File: src/hw/rtl/serial_line_coding_encoder_assert.svh
// assertion macros for the line coding encoder
`ifndef SERIAL_LINE_CODING_ENCODER_ASSERT_SVH
`define SERIAL_LINE_CODING_ENCODER_ASSERT_SVH

// checked at every rising edge outside reset
`define SLCE_ASSERT_RUN(label, prop, msg) \
    label: assert property (@(posedge aclk) disable iff (!aresetn) prop) else $error(msg);

// checked at every rising edge, reset included
`define SLCE_ASSERT_ALWAYS(label, prop, msg) \
    label: assert property (@(posedge aclk) prop) else $error(msg);

`endif

File: src/hw/rtl/slce_pkg.sv
// shared types, constants and the standard rate table of the line coding encoder
`timescale 1ns / 1ps

package slce_pkg;

    localparam int BAUD_W  = 24;
    localparam int STOP_W  = 2;
    localparam int PAR_W   = 3;
    localparam int DBITS_W = 4;
    localparam int WORD_W  = 32;
    localparam int ENC_W   = 2;
    localparam int KIND_W  = 3;

    localparam int S_DATA_W = 40;
    localparam int M_DATA_W = 48;

    // divider: 12000000 * 32 over the requested rate
    localparam int DIV_BITS = 29;
    localparam int CNT_W    = 5;
    localparam logic [DIV_BITS-1:0] BASELINE = DIV_BITS'(12000000 * 32);

    localparam int EXP_W      = 4;
    localparam int RATE_COUNT = 25;

    localparam logic [DIV_BITS-1:0] LIMIT4 = DIV_BITS'(512);
    localparam logic [DIV_BITS-1:0] SAT4   = DIV_BITS'(511);
    localparam logic [DIV_BITS-1:0] LIMIT2 = DIV_BITS'(2048);
    localparam logic [DIV_BITS-1:0] SAT2   = DIV_BITS'(2047);
    localparam logic [EXP_W-1:0]    EMAX4  = EXP_W'(7);
    localparam logic [EXP_W-1:0]    EMAX2  = EXP_W'(15);
    localparam logic [7:0]          DIV_MARK = 8'h80;

    localparam logic [KIND_W-1:0] KIND_TA  = 3'd2;
    localparam logic [KIND_W-1:0] KIND_TB  = 3'd3;
    localparam logic [KIND_W-1:0] KIND_HXN = 3'd5;

    localparam logic [ENC_W-1:0] ENC_DIRECT = 2'd0;
    localparam logic [ENC_W-1:0] ENC_BASE4  = 2'd1;
    localparam logic [ENC_W-1:0] ENC_BASE2  = 2'd2;

    localparam logic [STOP_W-1:0] STOP_TWO  = 2'd2;
    localparam logic [STOP_W-1:0] STOP_NONE = 2'd0;
    localparam logic [PAR_W-1:0]  PAR_NONE  = 3'd0;

    typedef enum logic [3:0] {
        ST_IDLE = 4'b0001,
        ST_DIV  = 4'b0010,
        ST_NORM = 4'b0100,
        ST_DONE = 4'b1000
    } state_t;

    function automatic logic [BAUD_W-1:0] std_rate(input logic [CNT_W-1:0] idx);
        logic [BAUD_W-1:0] r;
        case (idx)
            5'd0:  r = 24'd75;
            5'd1:  r = 24'd150;
            5'd2:  r = 24'd300;
            5'd3:  r = 24'd600;
            5'd4:  r = 24'd1200;
            5'd5:  r = 24'd1800;
            5'd6:  r = 24'd2400;
            5'd7:  r = 24'd3600;
            5'd8:  r = 24'd4800;
            5'd9:  r = 24'd7200;
            5'd10: r = 24'd9600;
            5'd11: r = 24'd14400;
            5'd12: r = 24'd19200;
            5'd13: r = 24'd28800;
            5'd14: r = 24'd38400;
            5'd15: r = 24'd57600;
            5'd16: r = 24'd115200;
            5'd17: r = 24'd230400;
            5'd18: r = 24'd460800;
            5'd19: r = 24'd614400;
            5'd20: r = 24'd921600;
            5'd21: r = 24'd1228800;
            5'd22: r = 24'd2457600;
            5'd23: r = 24'd3000000;
            5'd24: r = 24'd6000000;
            default: r = '0;
        endcase
        return r;
    endfunction

endpackage

File: src/hw/rtl/serial_line_coding_encoder.sv
// line coding encoder: rate table lookup, serial divide and divisor normalization
//
//  port group   | dir | contents
//  s_*          | in  | request item: baud rate, stop bits, parity, data bits
//  m_*          | out | line coding item: baud word, codes, encoding in tuser
//  cfg_*        | in  | chip kind register
//
//  one item in flight; s_tready is high only in the idle state
//  the 29-step restoring divider makes one quotient bit per cycle
//  the table scan runs alongside it, normalization shifts the quotient until it fits or saturates
//  the next item is taken while a result still waits on m_tready
//  aresetn is synchronous, active low, and clears the chip kind to 0
`timescale 1ns / 1ps
`include "serial_line_coding_encoder_assert.svh"

module serial_line_coding_encoder (
    input  logic                         aclk,
    input  logic                         aresetn,
    input  logic                         cfg_we,
    input  logic [slce_pkg::KIND_W-1:0]  cfg_wdata,
    input  logic                         s_tvalid,
    output logic                         s_tready,
    // baud_rate [23:0], stop_bits [25:24], parity_mode [28:26], data_bits [32:29]
    input  logic [slce_pkg::S_DATA_W-1:0] s_tdata,
    output logic                         m_tvalid,
    input  logic                         m_tready,
    // baud_word [31:0], stop_code [33:32], parity_code [36:34], data_bits_code [40:37]
    output logic [slce_pkg::M_DATA_W-1:0] m_tdata,
    // encoding_used [1:0]
    output logic [slce_pkg::ENC_W-1:0]   m_tuser
);
    import slce_pkg::*;

    state_t                state_reg, state_next;
    logic [KIND_W-1:0]     kind_reg;
    logic [BAUD_W-1:0]     baud_reg, baud_next;
    logic [STOP_W-1:0]     stop_reg, stop_next;
    logic [PAR_W-1:0]      par_reg, par_next;
    logic [DBITS_W-1:0]    dbits_reg, dbits_next;
    logic [CNT_W-1:0]      cnt_reg, cnt_next;
    logic [BAUD_W-1:0]     rem_reg, rem_next;
    logic [DIV_BITS-1:0]   q_reg, q_next;
    logic [EXP_W-1:0]      e_reg, e_next;
    logic                  hit_reg, hit_next;
    logic                  m_valid_reg, m_valid_next;
    logic [M_DATA_W-1:0]   m_data_reg, m_data_next;
    logic [ENC_W-1:0]      m_user_reg, m_user_next;

    logic                  s_acc;
    logic                  base2_mode;
    logic                  direct;
    logic [CNT_W-1:0]      bit_idx;
    logic [BAUD_W:0]       trial;
    logic [BAUD_W+1:0]     diff;
    logic [WORD_W-1:0]     word;
    logic [ENC_W-1:0]      enc;
    logic [STOP_W-1:0]     stop_code;
    logic [PAR_W-1:0]      par_code;

    assign s_tready   = (state_reg == ST_IDLE);
    assign s_acc      = s_tvalid && s_tready;
    assign base2_mode = (kind_reg == KIND_TA) || (kind_reg == KIND_TB);
    assign direct     = hit_reg || (kind_reg == KIND_HXN);
    assign bit_idx    = CNT_W'(DIV_BITS - 1) - cnt_reg;
    assign trial      = {rem_reg, BASELINE[bit_idx]};
    assign diff       = {1'b0, trial} - {2'b00, baud_reg};

    assign m_tvalid = m_valid_reg;
    assign m_tdata  = m_data_reg;
    assign m_tuser  = m_user_reg;

    // result formatting
    always_comb begin
        stop_code = (stop_reg == STOP_TWO) ? STOP_TWO : STOP_NONE;
        case (par_reg) inside
            [3'd0:3'd4]: par_code = par_reg;
            default:     par_code = PAR_NONE;
        endcase
        if (direct) begin
            word = {8'h00, baud_reg};
            enc  = ENC_DIRECT;
        end else if (base2_mode) begin
            word = {DIV_MARK, 7'd0, e_reg[0], e_reg[3:1], 2'b00, q_reg[10:0]};
            enc  = ENC_BASE2;
        end else begin
            word = {DIV_MARK, 8'h00, 4'h0, e_reg[2:0], q_reg[8:0]};
            enc  = ENC_BASE4;
        end
    end

    always_comb begin
        state_next   = state_reg;
        baud_next    = baud_reg;
        stop_next    = stop_reg;
        par_next     = par_reg;
        dbits_next   = dbits_reg;
        cnt_next     = cnt_reg;
        rem_next     = rem_reg;
        q_next       = q_reg;
        e_next       = e_reg;
        hit_next     = hit_reg;
        m_valid_next = m_valid_reg && !m_tready;
        m_data_next  = m_data_reg;
        m_user_next  = m_user_reg;
        case (state_reg)
            ST_IDLE: begin
                if (s_acc) begin
                    baud_next  = s_tdata[BAUD_W-1:0];
                    stop_next  = s_tdata[BAUD_W +: STOP_W];
                    par_next   = s_tdata[BAUD_W+STOP_W +: PAR_W];
                    dbits_next = s_tdata[BAUD_W+STOP_W+PAR_W +: DBITS_W];
                    cnt_next   = '0;
                    rem_next   = '0;
                    q_next     = '0;
                    e_next     = '0;
                    hit_next   = 1'b0;
                    state_next = ST_DIV;
                end
            end
            ST_DIV: begin
                // one quotient bit per cycle, one table entry per cycle
                if (!diff[BAUD_W+1]) begin
                    rem_next = diff[BAUD_W-1:0];
                    q_next   = {q_reg[DIV_BITS-2:0], 1'b1};
                end else begin
                    rem_next = trial[BAUD_W-1:0];
                    q_next   = {q_reg[DIV_BITS-2:0], 1'b0};
                end
                if ((cnt_reg < CNT_W'(RATE_COUNT)) && (std_rate(cnt_reg) == baud_reg)) begin
                    hit_next = 1'b1;
                end
                cnt_next = cnt_reg + 1'b1;
                if (cnt_reg == CNT_W'(DIV_BITS - 1)) begin
                    state_next = (hit_next || (kind_reg == KIND_HXN)) ? ST_DONE : ST_NORM;
                end
            end
            ST_NORM: begin
                if (base2_mode) begin
                    if (q_reg >= LIMIT2) begin
                        if (e_reg < EMAX2) begin
                            q_next = q_reg >> 1;
                            e_next = e_reg + 1'b1;
                        end else begin
                            q_next     = SAT2;
                            state_next = ST_DONE;
                        end
                    end else begin
                        state_next = ST_DONE;
                    end
                end else begin
                    if (q_reg >= LIMIT4) begin
                        if (e_reg < EMAX4) begin
                            q_next = q_reg >> 2;
                            e_next = e_reg + 1'b1;
                        end else begin
                            q_next     = SAT4;
                            state_next = ST_DONE;
                        end
                    end else begin
                        state_next = ST_DONE;
                    end
                end
            end
            ST_DONE: begin
                if (!m_valid_reg || m_tready) begin
                    m_valid_next = 1'b1;
                    m_data_next  = {7'd0, dbits_reg, par_code, stop_code, word};
                    m_user_next  = enc;
                    state_next   = ST_IDLE;
                end
            end
            default: begin
                state_next = ST_IDLE;
            end
        endcase
    end

    always_ff @(posedge aclk) begin
        if (!aresetn) begin
            state_reg   <= ST_IDLE;
            kind_reg    <= '0;
            m_valid_reg <= 1'b0;
        end else begin
            state_reg   <= state_next;
            m_valid_reg <= m_valid_next;
            if (cfg_we) begin
                kind_reg <= cfg_wdata;
            end
        end
    end

    always_ff @(posedge aclk) begin
        baud_reg   <= baud_next;
        stop_reg   <= stop_next;
        par_reg    <= par_next;
        dbits_reg  <= dbits_next;
        cnt_reg    <= cnt_next;
        rem_reg    <= rem_next;
        q_reg      <= q_next;
        e_reg      <= e_next;
        hit_reg    <= hit_next;
        m_data_reg <= m_data_next;
        m_user_reg <= m_user_next;
    end

    `SLCE_ASSERT_ALWAYS(a_reset_idle, !aresetn |=> (state_reg == ST_IDLE) && !m_valid_reg, "reset must leave the block idle with no item")
    `SLCE_ASSERT_RUN(a_load_from_done, $rose(m_valid_reg) |-> $past(state_reg == ST_DONE), "result appeared outside the done state")
    `SLCE_ASSERT_RUN(a_div_count, (state_reg == ST_DIV) |-> (cnt_reg <= CNT_W'(DIV_BITS - 1)), "divider ran past its last step")
    `SLCE_ASSERT_RUN(a_word_mark, m_valid_reg |-> ((m_user_reg == ENC_DIRECT) ? (m_data_reg[31:24] == 8'h00) : (m_data_reg[31:24] == DIV_MARK)), "baud word top byte does not match its encoding")

endmodule

File: config.mk
export PLATFORM = sky130hd
export DESIGN_NAME = serial_line_coding_encoder
export DESIGN_NICKNAME = d
export VERILOG_FILES = /design/src/hw/rtl/slce_pkg.sv /design/src/hw/rtl/serial_line_coding_encoder.sv
export VERILOG_INCLUDE_DIRS = /design/src /design/src/hw/rtl
export SDC_FILE = /design/constraint.sdc
export NUM_CORES = 1
export LEC_CHECK = 0
export BUFFER_PORTS_ARGS = -buffer_cell sky130_fd_sc_hd__buf_2
export CAP_MARGIN = 5
export CORE_UTILIZATION = 55
export DETAILED_ROUTE_END_ITERATION = 10
export GPL_TIMING_DRIVEN = 0
export PLACE_DENSITY = 0.76
export SETUP_SLACK_MARGIN = 0.4
export SYNTH_ARGS = -nofsm -noshare
export SYNTH_HDL_FRONTEND = slang
export SYNTH_SLANG_ARGS = --single-unit
File: constraint.sdc
create_clock -name aclk -period 6.14 [get_ports aclk]
set_input_delay 0.307 -clock aclk [delete_from_list [all_inputs] [get_ports aclk]]
set_output_delay 0.307 -clock aclk [all_outputs]
set_load 0.1 [all_outputs]
* Word-level counts from Yosys, hierarchy flattened
Memories as Yosys holds them, arrays and structs flattened. A register that Yosys moved wholly into a read port is not among the register bits.
Cells that the tools add are included.
** Storage, ports and cells
- Register bits :: 147
- Input bits :: 48
- Memory bits (read-only) :: 768
- Memories kept :: 2
- Logic and storage cells :: 111
- Output and inout port bits :: 52
** Memory list
- (no name shown) :: words 32, width 23, rd ports 1, clocked after Yosys merged registers in 1, write ports 0, RTL line slce_pkg.sv:54 : case (idx)
- (no name shown) :: words 32, width 1, rd ports 1, clocked after Yosys merged registers in 0, write ports 0, RTL line serial_line_coding_encoder.sv:65 : assign trial = {rem_reg, BASELINE[bit_idx]};
** Cells by class
- Magnitude comparators :: 8
- Eq/ne operators :: 19
- Add/subtract/negate cells :: 4
- Reductions and logical operators :: 19
- Muxes and demuxes :: 43
** Operators by type and width (count)
- 29-bit 2-to-1 mux :: 4
- 24-bit 2-to-1 mux :: 4
- 29-bit case mux with 3 select lines :: 1
- 4-bit 2-to-1 mux :: 15
- 24-bit case mux with 2 select lines :: 1
- 29-bit by 10-bit >= comparator with 1-bit output (second input constant) :: 1
- 29-bit by 12-bit >= comparator with 1-bit output (second input constant) :: 1
- 28-bit 2-to-1 mux :: 1
- 27-bit 2-to-1 mux :: 1
- 25-bit by 24-bit subtractor with 26-bit output :: 1
- 24-bit == test :: 1
- 17-bit 2-to-1 mux :: 1
- 4-bit case mux with 4 select lines :: 1
- 3-bit inequality test (second input constant) :: 4
- 5-bit 2-to-1 mux :: 2
- 5-bit case mux with 2 select lines :: 1
- 4-bit inequality test (second input constant) :: 2
- 4-bit case mux with 2 select lines :: 1
- 1-bit 2-to-1 mux :: 7
- 3-bit by 2-bit == test with 1-bit output (second input constant) :: 2
- 5-bit by 6-bit < comparator with 1-bit output (second input constant) :: 1
- 2-bit AND reduction :: 3
- 6-bit AND reduction :: 1
- 5-bit by 1-bit adder with 5-bit output (second input constant) :: 1
- other kinds (25) :: 35

* Depth between registers and ports, before layout
- Depth after elaboration :: 10
- Depth in mapped cells :: 16

* Worst setup path before layout
Ideal clock, no wire load.
- Path type :: reg-to-reg
- Start point :: reg cnt_reg[0]
- End point :: reg rem_reg[20] (data pin)
- Stages on the path, launching flop included :: 17
- Path slack :: 2.318 ns
- Period minus slack after synthesis :: 3.822 ns
- Required time :: 5.982 ns
- Arrival time :: 3.664 ns
- Cells stage by stage :: edfxtp_1 inv_1 ha_1 inv_1 a311oi_2 o21a_1 a21oi_1 o41a_1 ha_1 fa_1 nor2b_1 o31a_1 o31a_1 a41o_1 a21oi_1 or4b_1 o211ai_1
** On the way
- Cells in the longest elaborated chain, start to end :: 6
** Ends and longest elaborated chain
- start: declaration :: RTL line serial_line_coding_encoder.sv:40 : logic [CNT_W-1:0] cnt_reg, cnt_next;
- start signal: assignment :: RTL line serial_line_coding_encoder.sv:197 : cnt_reg <= cnt_next;
- 5-bit subtractor :: RTL line serial_line_coding_encoder.sv:64 : assign bit_idx = CNT_W'(DIV_BITS - 1) - cnt_reg;
- memory read 32 x 1 bit
- 1-bit 2-to-1 mux (not written as such) :: RTL line serial_line_coding_encoder.sv:65
- 25-bit by 24-bit subtractor with 26-bit output :: RTL line serial_line_coding_encoder.sv:66 : assign diff = {1'b0, trial} - {2'b00, baud_reg};
- 24-bit 2-to-1 mux :: RTL line serial_line_coding_encoder.sv:122 : if (!diff[BAUD_W+1]) begin
- 24-bit case mux with 2 select lines :: RTL line serial_line_coding_encoder.sv:105 : case (state_reg)
- end signal: assignment :: RTL line serial_line_coding_encoder.sv:198 : rem_reg <= rem_next;
- end: declaration :: RTL line serial_line_coding_encoder.sv:41 : logic [BAUD_W-1:0] rem_reg, rem_next;
Every way passes these cells. The select of a mux whose other input is x is not followed.
A chain may end at the register's enable or synchronous reset.

* Worst setup path in the final report
- Start point :: reg cnt_reg[0]
- End point :: reg rem_reg[18] (data pin)
Same word-level chain as after synthesis.

==> metrics.md <==
| Metric | Value |
|---|---|
| Status | `finished, final reports clean` |
| Max Cap Viol | `0` |
| Sequential-to-total area share from yosys stat | `0.513` |
| Most frequent cells in the layout | `131 x edfxtp_1, 93 x nand2_1, 90 x buf_2, 72 x nor2_1, 63 x o21ai_0` |
| Req. time, crit path | `6320 ps` |
| Design area | `10,300 um^2` |
| Total core area | `15,800 um^2` |
| Asr flop ratio synth | `0` |
| Initial core utilization | `0.561` |
| Pin count of the biggest net entering global routing | `34` |
| Average wire per standard cell | `17.8 um` |
| Highest Clock Rate | `223 MHz` |
| Yosys reg bits | `162` |
| Setup Buffers After CTS | `0` |
| Synth Instances | `856` |
| Post-detail-place hpwl | `15.5 mm` |
| DR vias/cell | `5.87` |
| Max_slew headroom | `0.502` |
| Latest clock arrival within the worst-skew pair | `440 ps` |
| TritonCTS clock tree | `done` |
| Vias | `7,033` |
| Crit path cell chain | `inv_1, ha_1, inv_1, a311oi_2, o21a_1, a21oi_1, o41a_1, ha_1, fa_1, nor2b_1, o31a_1, o31a_1, o31a_1, a31oi_2, xnor2_1, o22ai_2` |
| Total power draw | `5.07 mW` |
| Ant. Diodes | `0` |
| Critical Path Max Stage Delay | `530 ps` |
| Detailed Route Iter0 Violations | `722` |
| DRC viols | `0` |
| Number of global-route vias before repair | `6,242` |
| Hold Crit Class | `in2reg` |
| Num ports | `100` |
| Clock sink count | `162` |
| First-pass DRT Iterations | `6` |
| Kind of cell adding the most delay to the critical path | `compound AO/OA/AOI/OAI gates` |
| Final setup fails | `0` |
| Rows | `46` |
| Area Growth Syn to Fin | `15.7%` |
| Fill cells | `1,258` |
| Synth warn | `0` |
| Post-synth EDFFs | `131` |
| Top FF cell, synth | `edfxtp_1` |
| Post-cts sizing count | `0` |
| Global-route usage over all layers | `0.266` |
| Chip height | `129 um` |
| DP Worst Slack | `1720 ps` |
| Leading cell type in the layout, fill and taps excluded | `edfxtp_1` |
| Post-Route WL | `21.4 mm` |
| Critical Path Sink Type | `flip-flop` |
| FF+latch area | `4550 um^2` |
| # H-tree levels | `4` |
| First-pass GRT wire length | `33.2 mm` |
| Area of the die | `16,700 um^2` |
| Worst path bufs/invs | `2` |
| TritonCTS Buffers | `17` |
| Cell Pwr Density | `493 nW/um^2` |
| Crit path top cell by count | `o31a_1` |
| Number of antenna violations at the first check in global routing | `0` |
| DP Area | `9620 um^2` |
| Multi-input gate area | `3940 um^2` |
| Post-route setup TNS | `0 ps` |
| Static Leak | `4.07 nW` |
| Placer Congestion | `0.952` |
| CTS root buf | `clkbuf_16` |
| CP arrival | `4660 ps` |
| Final hold vios | `0` |
| Final period util | `0.730` |
| Syn_area_per_cell | `10.4 um^2` |
| Crit path max fanout | `8` |
| Port bufs | `77` |
| Nets | `1,052` |
| Worst Clk Skew | `10.6 ps` |
| Worst setup SP type | `flip-flop` |
| Mapped cell area | `8880 um^2` |
| Reg clk slew, reported paths | `60 ps` |
| Layout cells sized above 1 | `0.170` |
| Total congestion overflow | `0` |
| CP max-delay cell | `edfxtp_1` |
| Final WS setup | `1660 ps` |
| Crit path kind | `reg2reg` |
| RSZ-0062 raised after global routing | `false` |
| Maximum vdd drop | `0.289 mV` |
| Netlist cell types | `81` |
| Deepest clock path buffer count | `2` |
| Die Span X | `129 um` |
| Max-slew violation count | `0` |
| Post-layout minimum cycle time | `4480 ps` |
| Worst-margin pin slew | `746 ps` |
| Hold Buf Count CTS | `0` |
| Final Hold Slack | `43.5 ps` |
| Post-DRT Antenna Nets | `0` |
-- cells in the mapped netlist, types with 3 or more instances --
| cell | n | area share |
|---|---|---|
| a211o_1 | 3 | 0.0030 |
| a211oi_1 | 10 | 0.0084 |
| a21o_1 | 12 | 0.010 |
| a21oi_1 | 54 | 0.030 |
| a221oi_1 | 5 | 0.0049 |
| a22oi_1 | 8 | 0.0068 |
| a31oi_1 | 4 | 0.0028 |
| and2_1 | 6 | 0.0042 |
| and3_1 | 7 | 0.0049 |
| buf_2 | 13 | 0.0073 |
| buf_4 | 17 | 0.014 |
| clkbuf_1 | 19 | 0.0080 |
| dfxtp_1 | 31 | 0.070 |
| edfxtp_1 | 131 | 0.44 |
| ha_1 | 34 | 0.048 |
| inv_1 | 42 | 0.018 |
| mux2i_1 | 24 | 0.027 |
| nand2_1 | 93 | 0.039 |
| nand2b_1 | 8 | 0.0056 |
| nand3_1 | 13 | 0.0073 |
| nand4_1 | 8 | 0.0056 |
| nor2_1 | 72 | 0.030 |
| nor2b_1 | 10 | 0.0070 |
| nor3_1 | 13 | 0.0073 |
| nor3b_1 | 4 | 0.0034 |
| nor4_1 | 7 | 0.0049 |
| o211ai_1 | 6 | 0.0051 |
| o21a_1 | 9 | 0.0076 |
| o21ai_0 | 63 | 0.035 |
| o22ai_1 | 18 | 0.013 |
| o31a_1 | 5 | 0.0049 |
| or2_2 | 3 | 0.0021 |
| xnor2_1 | 36 | 0.035 |
| xor2_1 | 10 | 0.0099 |
-- metrics by stage --
stage                     std cells   util
after floorplan                 870      -
after global placement         1163  0.606
after detailed placement       1164  0.608
after CTS                      1196  0.646
after global routing           1198  0.650
final                          1198  0.650
-- final timing paths --
check	depth (start not counted)	startpoint	slack (ps)	endpoint
worst max-delay path	16	cnt_reg[0]	1660	rem_reg[18]
worst min-delay path	1	s_tdata[14]	40	baud_reg[14]
worst max register to register	16	cnt_reg[0]	1660	rem_reg[18]
worst min register to register	0	dbits_reg[2]	420	m_tdata[39]
-- power breakdown --
part           internal [mW]  switching, mW
logic                  0.790           1.35
clock network          0.645          0.452
registers               1.59          0.239
-- layer usage --
metal | wire (um) | global-route usage | share of wire
met1 | 9270 | 0.364 | 0.43
met3 | 1740 | 0.0533 | 0.081
met2 | 9790 | 0.416 | 0.46
met4 | 579 | 0.108 | 0.027
met5 | 0 | 0 | 0
-- logic make-up (layout without fill, tap and decap cells) --
kind of cell,after synthesis,after routing,synth area share
fa+ha+maj,35,35,0.0501
simple gates,258,258,0.136
other cells,1,15,0.000422
flops,162,162,0.513
xor+xnor,46,46,0.0453
mux,25,25,0.0283
buf+inv,95,207,0.0508
compound gates,234,234,0.176
-- area by class of cell --
| class | instances | area share |
|---|---|---|
| repair buffers | 80 | 0.0448 |
| well taps | 216 | 0.0263 |
| plain buffers | 52 | 0.0282 |
| multi-input cells | 613 | 0.383 |
| clock buffers | 18 | 0.0417 |
| inverters | 43 | 0.0157 |
| clock inverters | 14 | 0.0172 |
| flip-flops and latches | 162 | 0.443 |
No activity file was read; power rests on OpenSTA's default activity.
